<file path="config.mk">
export PLATFORM = sky130hd
export DESIGN_NAME = stepper_wave_drive_sequencer
export DESIGN_NICKNAME = d
export VERILOG_FILES = /design/src/rtl/swds_pkg.sv /design/src/rtl/swds_front.sv /design/src/rtl/swds_fifo.sv /design/src/rtl/swds_back.sv /design/src/rtl/stepper_wave_drive_sequencer.sv
export VERILOG_INCLUDE_DIRS = /design/src /design/src/rtl
export SDC_FILE = /design/constraint.sdc
export NUM_CORES = 1
export LEC_CHECK = 0
export BUFFER_PORTS_ARGS = -buffer_cell sky130_fd_sc_hd__buf_2
export CAP_MARGIN = 20
export CORE_MARGIN = 2
export CORE_UTILIZATION = 68
export DETAILED_ROUTE_END_ITERATION = 12
export PLACE_DENSITY = 0.87
export SYNTH_ARGS = -nofsm -noshare
export SYNTH_HDL_FRONTEND = slang
export SYNTH_SLANG_ARGS = --single-unit
</file>
<file path="constraint.sdc">
create_clock -name i_clk -period 20.6 [get_ports i_clk]
set_input_delay 2.06 -clock i_clk [delete_from_list [all_inputs] [get_ports i_clk]]
set_output_delay 2.06 -clock i_clk [all_outputs]
set_load 0.02 [all_outputs]
</file>
<file path="src/rtl/stepper_wave_drive_sequencer_macros.svh">
// Assertion helpers shared by the sequencer RTL.
// Each helper is clocked on i_clk and disabled while i_rst_n is low.
`ifndef STEPPER_WAVE_DRIVE_SEQUENCER_MACROS_SVH
`define STEPPER_WAVE_DRIVE_SEQUENCER_MACROS_SVH

// Check that a condition implies a consequence in the same cycle.
`define SWDS_ASSERT_SAME(label, cond, cons) \
    label: assert property (@(posedge i_clk) disable iff (!i_rst_n) (cond) |-> (cons)) \
        else $error("sequencer check failed");

// Check that a condition implies a consequence in the following cycle.
`define SWDS_ASSERT_NEXT(label, cond, cons) \
    label: assert property (@(posedge i_clk) disable iff (!i_rst_n) (cond) |=> (cons)) \
        else $error("sequencer check failed");

`endif

</file>
<file path="src/rtl/swds_pkg.sv">
// ----------------------------------------------------------------------------
// swds_pkg
// Shared types, constants and helpers of the stepper wave drive sequencer.
// ----------------------------------------------------------------------------
package swds_pkg;

    // Width of the four-step cycle counter
    localparam int COUNT_BITS = 16;

    // Input field widths
    localparam int ANGLE_BITS = 16;
    localparam int HOLD_BITS  = 16;

    // floor(64 * angle / 45) as (angle * RECIP_M) >> RECIP_SHIFT, exact for 16-bit angles
    localparam int RECIP_BITS  = 23;
    localparam int RECIP_SHIFT = 22;
    localparam logic [RECIP_BITS-1:0] RECIP_M = 23'd5965233;
    localparam int PROD_BITS   = ANGLE_BITS + RECIP_BITS;
    localparam int QUOT_BITS   = 17;
    localparam int CMP_BITS    = (COUNT_BITS > QUOT_BITS) ? COUNT_BITS : QUOT_BITS;

    localparam logic [COUNT_BITS-1:0] COUNT_MAX = {COUNT_BITS{1'b1}};

    // Command queue between front and back
    localparam int FIFO_DEPTH = 2;
    localparam int PTR_BITS   = 1;
    localparam int CNT_BITS   = 2;

    typedef enum logic [1:0] {
        OP_MOVE   = 2'd0,
        OP_STOP   = 2'd1,
        OP_TICK   = 2'd2,
        OP_UNUSED = 2'd3
    } t_opcode;

    typedef enum logic [2:0] {
        CMD_MOVE,
        CMD_MOVE_NULL,
        CMD_STOP,
        CMD_TICK,
        CMD_NONE
    } t_cmd_kind;

    // Classified request handed from front to back
    typedef struct packed {
        t_cmd_kind              kind;
        logic                   fwd;
        logic [COUNT_BITS-1:0]  cycles_m1;
        logic [HOLD_BITS-1:0]   hold_reload;
    } t_cmd_entry;

    // Result of one request
    typedef struct packed {
        logic [3:0] phase_pattern;
        logic       busy_res;
        logic       move_done;
        logic       command_rejected;
    } t_result;

    // One-low wave pattern for step position 0..3
    function automatic logic [3:0] wave_pattern(input logic [1:0] pos);
        logic [3:0] pat;
        unique case (pos)
            2'd0: pat = 4'h7;
            2'd1: pat = 4'hB;
            2'd2: pat = 4'hD;
            2'd3: pat = 4'hE;
            default: pat = 4'h0;
        endcase
        return pat;
    endfunction

endpackage

</file>
<file path="src/rtl/swds_front.sv">
// ----------------------------------------------------------------------------
// swds_front
// Classifies incoming requests and precomputes the move cycle count.
// ----------------------------------------------------------------------------
module swds_front (
    input  logic [1:0]                     i_opcode,
    input  logic                           i_turn_forward,
    input  logic [swds_pkg::ANGLE_BITS-1:0] i_angle_degrees,
    input  logic [swds_pkg::HOLD_BITS-1:0]  i_step_hold_ms,
    output swds_pkg::t_cmd_entry           o_entry
);
    import swds_pkg::*;

    logic [PROD_BITS-1:0]  prod;
    logic [QUOT_BITS-1:0]  quot;
    logic [CMP_BITS-1:0]   quot_ext;
    logic [COUNT_BITS-1:0] cycles;
    t_cmd_kind             kind;

    // Scale angle to cycles by reciprocal multiply
    assign prod     = PROD_BITS'(i_angle_degrees) * PROD_BITS'(RECIP_M);
    assign quot     = prod[RECIP_SHIFT +: QUOT_BITS];
    assign quot_ext = CMP_BITS'(quot);

    // Saturate at counter max; nonzero angles always give at least one cycle
    assign cycles = (quot_ext > CMP_BITS'(COUNT_MAX)) ? COUNT_MAX : COUNT_BITS'(quot_ext);

    // Decode request kind
    always_comb begin
        unique case (t_opcode'(i_opcode))
            OP_MOVE:   kind = (i_angle_degrees == '0) ? CMD_MOVE_NULL : CMD_MOVE;
            OP_STOP:   kind = CMD_STOP;
            OP_TICK:   kind = CMD_TICK;
            OP_UNUSED: kind = CMD_NONE;
            default:   kind = CMD_NONE;
        endcase
    end

    always_comb begin
        o_entry.kind        = kind;
        o_entry.fwd         = i_turn_forward;
        o_entry.cycles_m1   = cycles - COUNT_BITS'(1);
        o_entry.hold_reload = (i_step_hold_ms == '0) ? HOLD_BITS'(1) : i_step_hold_ms;
    end

endmodule

</file>
<file path="src/rtl/swds_fifo.sv">
// ----------------------------------------------------------------------------
// swds_fifo
// Short request queue decoupling the classifier from the executor.
// ----------------------------------------------------------------------------
module swds_fifo (
    input  logic                 i_clk,
    input  logic                 i_rst_n,
    input  logic                 i_wr,
    input  swds_pkg::t_cmd_entry i_wr_data,
    output logic                 o_full,
    input  logic                 i_rd,
    output logic                 o_valid,
    output swds_pkg::t_cmd_entry o_rd_data
);
    import swds_pkg::*;

    t_cmd_entry          r_mem [FIFO_DEPTH];
    logic [PTR_BITS-1:0] r_wr_ptr, n_wr_ptr;
    logic [PTR_BITS-1:0] r_rd_ptr, n_rd_ptr;
    logic [CNT_BITS-1:0] r_count, n_count;
    logic                do_wr, do_rd;

    assign o_full    = (r_count == CNT_BITS'(FIFO_DEPTH));
    assign o_valid   = (r_count != '0);
    assign o_rd_data = r_mem[r_rd_ptr];
    assign do_wr     = i_wr && !o_full;
    assign do_rd     = i_rd && o_valid;

    // Advance pointers and occupancy
    always_comb begin
        n_wr_ptr = r_wr_ptr;
        n_rd_ptr = r_rd_ptr;
        n_count  = r_count;
        if (do_wr) begin
            n_wr_ptr = (r_wr_ptr == PTR_BITS'(FIFO_DEPTH - 1)) ? '0 : r_wr_ptr + PTR_BITS'(1);
        end
        if (do_rd) begin
            n_rd_ptr = (r_rd_ptr == PTR_BITS'(FIFO_DEPTH - 1)) ? '0 : r_rd_ptr + PTR_BITS'(1);
        end
        if (do_wr && !do_rd) begin
            n_count = r_count + CNT_BITS'(1);
        end else if (do_rd && !do_wr) begin
            n_count = r_count - CNT_BITS'(1);
        end
    end

    always_ff @(posedge i_clk) begin
        if (!i_rst_n) begin
            r_wr_ptr <= '0;
            r_rd_ptr <= '0;
            r_count  <= '0;
        end else begin
            r_wr_ptr <= n_wr_ptr;
            r_rd_ptr <= n_rd_ptr;
            r_count  <= n_count;
        end
    end

    // Store request payload
    always_ff @(posedge i_clk) begin
        if (do_wr) begin
            r_mem[r_wr_ptr] <= i_wr_data;
        end
    end

endmodule

</file>
<file path="src/rtl/swds_back.sv">
// ----------------------------------------------------------------------------
// swds_back
// Executes queued requests against the stepper state and registers results.
// ----------------------------------------------------------------------------
module swds_back (
    input  logic                 i_clk,
    input  logic                 i_rst_n,
    input  logic                 i_valid,
    input  swds_pkg::t_cmd_entry i_entry,
    output logic                 o_take,
    input  logic                 i_pop,
    output logic                 o_res_valid,
    output swds_pkg::t_result    o_result
);
    import swds_pkg::*;

    logic [3:0]            r_drive, n_drive;
    logic [1:0]            r_pos, n_pos;
    logic [COUNT_BITS-1:0] r_cycles, n_cycles;
    logic [1:0]            r_steps, n_steps;
    logic [HOLD_BITS-1:0]  r_hold, n_hold;
    logic [HOLD_BITS-1:0]  r_reload, n_reload;
    logic                  r_fwd, n_fwd;
    logic                  r_moving, n_moving;
    logic                  r_out_valid, n_out_valid;
    t_result               r_result, n_result;
    logic [HOLD_BITS-1:0]  hold_dec;
    logic                  done;
    logic                  rejected;

    // Execute when the result slot is free or being drained
    assign o_take      = i_valid && (!r_out_valid || i_pop);
    assign o_res_valid = r_out_valid;
    assign o_result    = r_result;
    assign hold_dec    = (r_hold == '0) ? '0 : r_hold - HOLD_BITS'(1);

    // Next stepper state
    always_comb begin
        n_drive  = r_drive;
        n_pos    = r_pos;
        n_cycles = r_cycles;
        n_steps  = r_steps;
        n_hold   = r_hold;
        n_reload = r_reload;
        n_fwd    = r_fwd;
        n_moving = r_moving;
        done     = 1'b0;
        rejected = 1'b0;
        if (o_take) begin
            unique case (i_entry.kind)
                CMD_MOVE: begin
                    if (r_moving) begin
                        rejected = 1'b1;
                    end else begin
                        n_cycles = i_entry.cycles_m1;
                        n_steps  = 2'd3;
                        n_fwd    = i_entry.fwd;
                        n_pos    = i_entry.fwd ? 2'd0 : 2'd3;
                        n_reload = i_entry.hold_reload;
                        n_moving = 1'b1;
                        n_drive  = wave_pattern(i_entry.fwd ? 2'd0 : 2'd3);
                        n_hold   = i_entry.hold_reload;
                    end
                end
                CMD_MOVE_NULL: begin
                    rejected = r_moving;
                end
                CMD_STOP: begin
                    n_drive  = 4'h0;
                    n_moving = 1'b0;
                    n_cycles = '0;
                    n_steps  = 2'd0;
                    n_hold   = '0;
                end
                CMD_TICK: begin
                    if (r_moving) begin
                        n_hold = hold_dec;
                        if (hold_dec == '0) begin
                            priority if (r_steps != 2'd0) begin
                                n_steps = r_steps - 2'd1;
                                n_pos   = r_fwd ? r_pos + 2'd1 : r_pos - 2'd1;
                                n_drive = wave_pattern(r_fwd ? r_pos + 2'd1 : r_pos - 2'd1);
                                n_hold  = r_reload;
                            end else if (r_cycles != '0) begin
                                n_cycles = r_cycles - COUNT_BITS'(1);
                                n_steps  = 2'd3;
                                n_pos    = r_fwd ? 2'd0 : 2'd3;
                                n_drive  = wave_pattern(r_fwd ? 2'd0 : 2'd3);
                                n_hold   = r_reload;
                            end else begin
                                n_moving = 1'b0;
                                done     = 1'b1;
                            end
                        end
                    end
                end
                CMD_NONE: begin
                end
                default: begin
                end
            endcase
        end
    end

    // Hold or refill the result slot
    always_comb begin
        n_out_valid = r_out_valid;
        n_result    = r_result;
        if (o_take) begin
            n_out_valid               = 1'b1;
            n_result.phase_pattern    = n_drive;
            n_result.busy_res         = n_moving;
            n_result.move_done        = done;
            n_result.command_rejected = rejected;
        end else if (i_pop) begin
            n_out_valid = 1'b0;
        end
    end

    always_ff @(posedge i_clk) begin
        if (!i_rst_n) begin
            r_drive     <= 4'h0;
            r_pos       <= 2'd0;
            r_cycles    <= '0;
            r_steps     <= 2'd0;
            r_hold      <= '0;
            r_reload    <= '0;
            r_fwd       <= 1'b0;
            r_moving    <= 1'b0;
            r_out_valid <= 1'b0;
        end else begin
            r_drive     <= n_drive;
            r_pos       <= n_pos;
            r_cycles    <= n_cycles;
            r_steps     <= n_steps;
            r_hold      <= n_hold;
            r_reload    <= n_reload;
            r_fwd       <= n_fwd;
            r_moving    <= n_moving;
            r_out_valid <= n_out_valid;
        end
    end

    // Result payload
    always_ff @(posedge i_clk) begin
        r_result <= n_result;
    end

endmodule

</file>
<file path="src/rtl/stepper_wave_drive_sequencer.sv">
// Path: an accepted request is written into the request queue, then executed into the registered result slot.
// Throughput: one request per cycle; the two-entry request queue and the result
//   register let input and output stall independently.
// Reset: synchronous, active low; phases off, idle, queue and result slot empty.
// ----------------------------------------------------------------------------
// stepper_wave_drive_sequencer
// Four-phase wave drive sequencer for a unipolar stepper: move, stop and tick.
// ----------------------------------------------------------------------------
`include "stepper_wave_drive_sequencer_macros.svh"

module stepper_wave_drive_sequencer (
    input  logic                            i_clk,
    input  logic                            i_rst_n,
    input  logic                            push,
    output logic                            full,
    input  logic [1:0]                      i_opcode,
    input  logic                            i_turn_forward,
    input  logic [swds_pkg::ANGLE_BITS-1:0] i_angle_degrees,
    input  logic [swds_pkg::HOLD_BITS-1:0]  i_step_hold_ms,
    output logic                            empty,
    input  logic                            pop,
    output logic [3:0]                      o_phase_pattern,
    output logic                            o_busy_res,
    output logic                            o_move_done,
    output logic                            o_command_rejected
);
    import swds_pkg::*;

    t_cmd_entry front_entry;
    t_cmd_entry q_entry;
    logic       q_valid;
    logic       q_take;
    logic       res_valid;
    t_result    result;

    // Classify incoming request
    swds_front u_front (
        .i_opcode        (i_opcode),
        .i_turn_forward  (i_turn_forward),
        .i_angle_degrees (i_angle_degrees),
        .i_step_hold_ms  (i_step_hold_ms),
        .o_entry         (front_entry)
    );

    // Queue classified requests
    swds_fifo u_fifo (
        .i_clk     (i_clk),
        .i_rst_n   (i_rst_n),
        .i_wr      (push),
        .i_wr_data (front_entry),
        .o_full    (full),
        .i_rd      (q_take),
        .o_valid   (q_valid),
        .o_rd_data (q_entry)
    );

    // Execute requests and hold results
    swds_back u_back (
        .i_clk       (i_clk),
        .i_rst_n     (i_rst_n),
        .i_valid     (q_valid),
        .i_entry     (q_entry),
        .o_take      (q_take),
        .i_pop       (pop),
        .o_res_valid (res_valid),
        .o_result    (result)
    );

    assign empty              = !res_valid;
    assign o_phase_pattern    = result.phase_pattern;
    assign o_busy_res         = result.busy_res;
    assign o_move_done        = result.move_done;
    assign o_command_rejected = result.command_rejected;

    // A finished move is no longer busy
    `SWDS_ASSERT_SAME(a_done_not_busy, !empty && o_move_done, !o_busy_res)
    // A rejected move leaves the running move busy
    `SWDS_ASSERT_SAME(a_reject_busy, !empty && o_command_rejected, o_busy_res)
    // While moving exactly one phase is low
    `SWDS_ASSERT_SAME(a_busy_wave, !empty && o_busy_res, $onehot(~o_phase_pattern))
    // A queued request reaches the output once the result slot drains
    `SWDS_ASSERT_NEXT(a_queue_drains, full && empty, !empty)

endmodule
</file>
==> reports/metrics.yaml, run 1 <==
nNetsFinal: 1564
worstSetupStartpointType: "input pin"
cts.sink_count: 143
r2r-end: "u_back.r_hold[10]"
drt_first_iter_violations: 869
crit_buf_inv: 7
cts_buffer_depth: 2
cap_viol_max_count: 0
relSlewSlack: 0.391
fp.dieW_um: 139
start_util: 0.690
cts-root-buf: "clkbuf_16"
slowest_delay_ns: 0.55
post-cts-setup-buffers: 0
ys_seq_area_frac: 0.297
min_path_cells: 2
setup_tns_ns: 0
critPathSlowestCell: "fa_1"
outcome: "completed"
synth_area_mm2: 0.0123
dp_slack_ns: 11.28
reg2reg_slack_ns: 16.58
cts_made_buffers: 17
yosysTopAreaCell: "edfxtp_1"
num_rows: 49
drc_errors: 0
critPathMaxFanout: 17
via_per_inst: 6.27
maxSlewViolCount: 0
startpoint: "i_angle_degrees[13]"
drive_above_1_share: 0.0933
dr_total_vias: 9641
worstHoldStart: "u_back.r_cycles[13]"
ant_nets: 0
finClkSkew_ns: 0.0102
die_h_um: 139
synthTopCellsByArea: "edfxtp_1, ha_1, fa_1, dfxtp_1, inv_1"
final-setup-viol-count: 0
hold_end: "u_back.r_cycles[13]"
antenna_found_initial: 0
hpwl_mm: 22.1
clk_latency_ns: 0.42
wl_per_cell_um: 19.1
crit_required_ns: 20.75
hp-class: "flop to flop"
dr.pass1.iters: 5
post_cts_resized: 0
cts_tree: "yes"
fin_hold_ws_ns: 0.478
fin_crit_sh: 0.420
synth_edf_count: 79
hold_violations: 0
gp_routability_congestion: 0.990
grt_max_degree: 73
synth_largest_type_area_fraction: 0.193
fmax_mhz: 116
fp.dieArea_mm2: 0.0192
critPathKind: "input pin to flop"
worstPathArrival_ns: 8.80
ios: 48
core_mm2: 0.0178
syn_nets: 1548
rsz0062_at_grt: "false"
path_clk_slew_ns: 0.06
cts_hold_buf: 0
reg2reg_from: "u_back.r_hold[0]"
synthArstFlopShare: 0
period_needed_ns: 8.65
wirelength_mm: 29.4
synth_seq_cells: 143
grt-ovfl-total: 0
synth-main-ff-cell: "edfxtp_1"
avgSynthCellArea_um2: 9.62
grt_pass1_vias: 9531
grt_first_pass_wirelength_mm: 47.7
max_slew.worst_pin.slew_ns: 0.914
finalWorstSetupSlack_ns: 11.95
synthToLayoutAreaGrowth_pct: 8.27
antenna_cells: 0
cp-end-kind: "flop"
yosysUniqueCellTypes: 81
fill_cells: 1240
yosys_warnings: 0
syn_inst: 1279
numPortBuffers: 47
grt_usage: 0.308
reg2reg_depth: 10
htreeDepth: 4
cp_top_family: "adder cells"
-- cells in the mapped netlist (11+ instances only) --
| library cell | instances |
|---|---|
| o21ai_0 | 63 |
| edfxtp_1 | 79 |
| xnor2_1 | 21 |
| nand2_1 | 94 |
| o211a_1 | 20 |
| clkbuf_1 | 48 |
| xor2_1 | 20 |
| nand3_1 | 23 |
| ha_1 | 143 |
| and3_1 | 12 |
| nor3_1 | 37 |
| inv_1 | 197 |
| and2_1 | 18 |
| a21o_1 | 11 |
| dfxtp_1 | 64 |
| mux2i_1 | 37 |
| o22ai_1 | 13 |
| a21oi_1 | 55 |
| nor2_1 | 38 |
| or3_1 | 15 |
| nand4_1 | 12 |
| fa_1 | 87 |
-- kinds of logic (layout without fill, tap and decap cells) --
family          Yosys count  in the layout  share of synthesized area
xor+xnor                 41             41                     0.0292
buf+inv                 257            286                     0.0804
flops                   143            143                      0.297
compound gates          266            266                      0.147
simple gates            302            302                      0.126
fa+ha+maj               230            230                      0.287
mux                      40             40                     0.0331
-- placed cells by master (no fill, tap or decap), types with 47 or more instances in the layout --
cell | synthesis | layout
edfxtp_1 | 79 | 79
nand2_1 | 94 | 94
a21oi_1 | 55 | 55
buf_2 | 5 | 47
ha_1 | 143 | 143
fa_1 | 87 | 87
o21ai_0 | 63 | 63
dfxtp_1 | 64 | 63
inv_1 | 197 | 197
-- how the worst max path moves through the flow --
stage | endpoint | cells past startpoint | slack [ns]
4_1_cts | u_fifo.r_mem[0][24] | 26 | 11.68
6_report | u_fifo.r_mem[0][24] | 26 | 11.95
2_1_floorplan | u_fifo.r_mem[0][24] | 24 | 12.47
3_5_place_dp | u_fifo.r_mem[1][24] | 26 | 11.28
3_3_place_gp | u_fifo.r_mem[0][24] | 25 | 11.43
5_1_grt | u_fifo.r_mem[0][24] | 27 | 11.57
-- cell type report --
class | instances | area (um^2) | share of cell area
Clock buffer | 17 | 425 | 0.0319
Timing Repair Buffer | 57 | 338 | 0.0253
Inverter | 197 | 739 | 0.0555
Tap cell | 229 | 287 | 0.0215
Clock inverter | 15 | 185 | 0.0139
Sequential cell | 143 | 3650 | 0.274
Multi-Input combinational cell | 879 | 7700 | 0.578
-- tightest hold or removal path: stages (launching register included) --
cell and delay [ns]:
dfxtp_1 0.31, nand2_1 0.07, o21ai_1 0.06
-- metal layers --
layer,GRT usage,share of wire,vias to the layer above
met5,0,0,-
met1,0.412,0.42,4640
met2,0.521,0.48,430
met4,0.0918,0.028,0
met3,0.0511,0.066,61
li1,-,-,4510
-- registers in the layout, summed over array words and instances, names as in the netlist, 2 cells and up, named ones only --
| register | cells |
|---|---|
| u_back.o_result | 7 |
| u_back.r_drive | 4 |
| u_fifo.r_count | 2 |
| u_back.r_pos | 2 |
| u_back.r_cycles | 16 |
| u_back.r_hold | 16 |
| u_back.r_steps | 2 |
| u_fifo.r_mem | 72 |
| u_back.r_reload | 16 |
-- through the flow --
stage	instances	utilization	cell area, um^2
2_1_floorplan	1279	-	12300
3_5_place_dp	1501	0.710	12700
4_1_cts	1533	0.744	13300
3_3_place_gp	1501	0.710	12700
5_1_grt	1537	0.747	13300
6_report	1537	0.747	13300
Power of run 1 is not shown: default switching activity piles up to over one toggle a cycle in this logic, so the estimate is an artifact.
==> inputs of run 2 (changes only) <==
--- a/config.mk
+++ b/config.mk
@@ -9,9 +9,9 @@
 export BUFFER_PORTS_ARGS = -buffer_cell sky130_fd_sc_hd__buf_2
 export CAP_MARGIN = 20
 export CORE_MARGIN = 2
-export CORE_UTILIZATION = 68
+export CORE_UTILIZATION = 64
 export DETAILED_ROUTE_END_ITERATION = 12
-export PLACE_DENSITY = 0.87
+export PLACE_DENSITY = 0.82
 export SYNTH_ARGS = -nofsm -noshare
 export SYNTH_HDL_FRONTEND = slang
 export SYNTH_SLANG_ARGS = --single-unit
==> constraint.sdc (replaced) <==
create_clock -name i_clk -period 8.8 [get_ports i_clk]
set_input_delay 0.88 -clock i_clk [delete_from_list [all_inputs] [get_ports i_clk]]
set_output_delay 0.88 -clock i_clk [all_outputs]
set_load 0.02 [all_outputs]
==> reports/metrics.yaml, run 2 (synthesis results as in run 1) <==
ant_nets: 0
ios: 48
largest_reg_flops: 72
cts_made_buffers: 17
grt_pass1_vias: 9195
antenna_cells: 0
hold_violations: 0
cap_viol_max_count: 0
placedInstanceArea_mm2: 0.0127
dr_total_vias: 9425
drt_first_iter_violations: 580
grt_usage: 0.283
post-cts-setup-buffers: 0
cp-end-kind: "flop"
synthToLayoutAreaGrowth_pct: 7.97
max_slew.worst_pin.slew_ns: 0.934
grt-ovfl-total: 0
fin_hold_ws_ns: 0.475
layout_commonest_cell: "inv_1"
drive_above_1_share: 0.0917
fmax_mhz: 139
finClkSkew_ns: 0.00731
clk_latency_ns: 0.43
critPathMaxFanout: 19
top_register: "u_fifo.r_mem"
cts.sink_count: 143
post_cts_resized: 0
worstPathArrival_ns: 7.37
met1_usage: 0.375
dr.pass1.iters: 5
die_h_um: 143
outcome: "completed"
final-setup-viol-count: 0
gp_routability_congestion: 0.986
grt_max_degree: 73
grt_first_pass_wirelength_mm: 44.9
busiest_layer: "met2"
setup_tns_ns: 0
critPathKind: "input pin to flop"
grt_use_met3: 0.0523
wirelength_mm: 27.8
met2_usage: 0.468
fin_crit_sh: 0.818
crit_required_ns: 8.97
core_mm2: 0.0188
fill_cells: 1362
num_rows: 50
maxSlewViolCount: 0
fp.dieW_um: 143
htreeDepth: 4
cts_tree: "yes"
final_core_util: 0.708
period_needed_ns: 7.20
fp.dieArea_mm2: 0.0204
reg2reg_slack_ns: 4.88
nNetsFinal: 1565
relSlewSlack: 0.377
hp-class: "flop to flop"
start_util: 0.656
cts_hold_buf: 0
numPortBuffers: 47
via_per_inst: 6.11
path_clk_slew_ns: 0.06
worstSetupStartpointType: "input pin"
fin_area_mm2: 0.0133
cts_buffer_depth: 2
hpwl_mm: 21.3
cts-root-buf: "clkbuf_16"
antenna_found_initial: 0
most-common-layout-cells: "inv_1, ha_1, nand2_1, fa_1, edfxtp_1"
drc_errors: 0
wl_per_cell_um: 18.0
rsz0062_at_grt: "false"
==> run 2: changes by cell type in the layout (fill, tap and decap cells not counted), moves of 2 or more <==
cell	previous run	this run
inv_6	3	1
clkinv_2	2	4
clkinv_4	5	0
bufinv_16	3	1
clkbuf_8	0	3
clkinv_1	0	2
==> run 2: layout make-up <==
cell class              count  area (um^2)  share of cell area
inverters                 197          739              0.0556
repair buffers             58          345              0.0260
clock buffers              21          470              0.0354
flip-flops and latches    143         3650               0.275
clock inverters            11         88.8             0.00668
multi-input cells         879         7700               0.579
well taps                 234          293              0.0220
==> run 2: routing by layer <==
metal	vias to the layer above	share of wire
met4	0	0.026
met3	55	0.061
li1	4493	-
met5	-	0
met1	4548	0.44
met2	329	0.48
==> run 2: metrics by stage <==
step	cells	setup WS, ns
after CTS	1541	1.62
after global routing	1543	1.09
after detailed placement	1509	1.17
after global placement	1509	1.33
final	1543	1.60
after floorplan	1279	1.85
==> run 2: path summary, 6_finish.rpt <==
check / startpoint / endpoint / depth (start not counted)
setup reg to reg: u_back.r_hold[0] / u_back.r_steps[1] / 10
hold / removal: u_back.r_reload[10] / u_back.r_hold[10] / 2
setup / recovery: i_angle_degrees[13] / u_fifo.r_mem[0][24] / 26
hold reg to reg: u_back.r_reload[10] / u_back.r_hold[10] / 2
==> run 2: worst max-delay path, cell delays in order <==
cell	delay (ns)
buf_2	0.14
ha_1	0.33
fa_1	0.48
inv_1	0.05
fa_1	0.53
inv_1	0.08
fa_1	0.54
inv_1	0.06
fa_1	0.51
fa_1	0.55
inv_1	0.04
ha_1	0.34
a21o_1	0.19
a31o_2	0.24
o2bb2ai_1	0.13
a211oi_1	0.45
o31a_1	0.23
xnor2_1	0.12
buf_4	0.23
and2_1	0.19
ha_1	0.15
inv_1	0.08
a21oi_1	0.24
nor4b_1	0.34
xnor2_1	0.16
nand2_1	0.08
Power of run 2 is left out for the same reason.
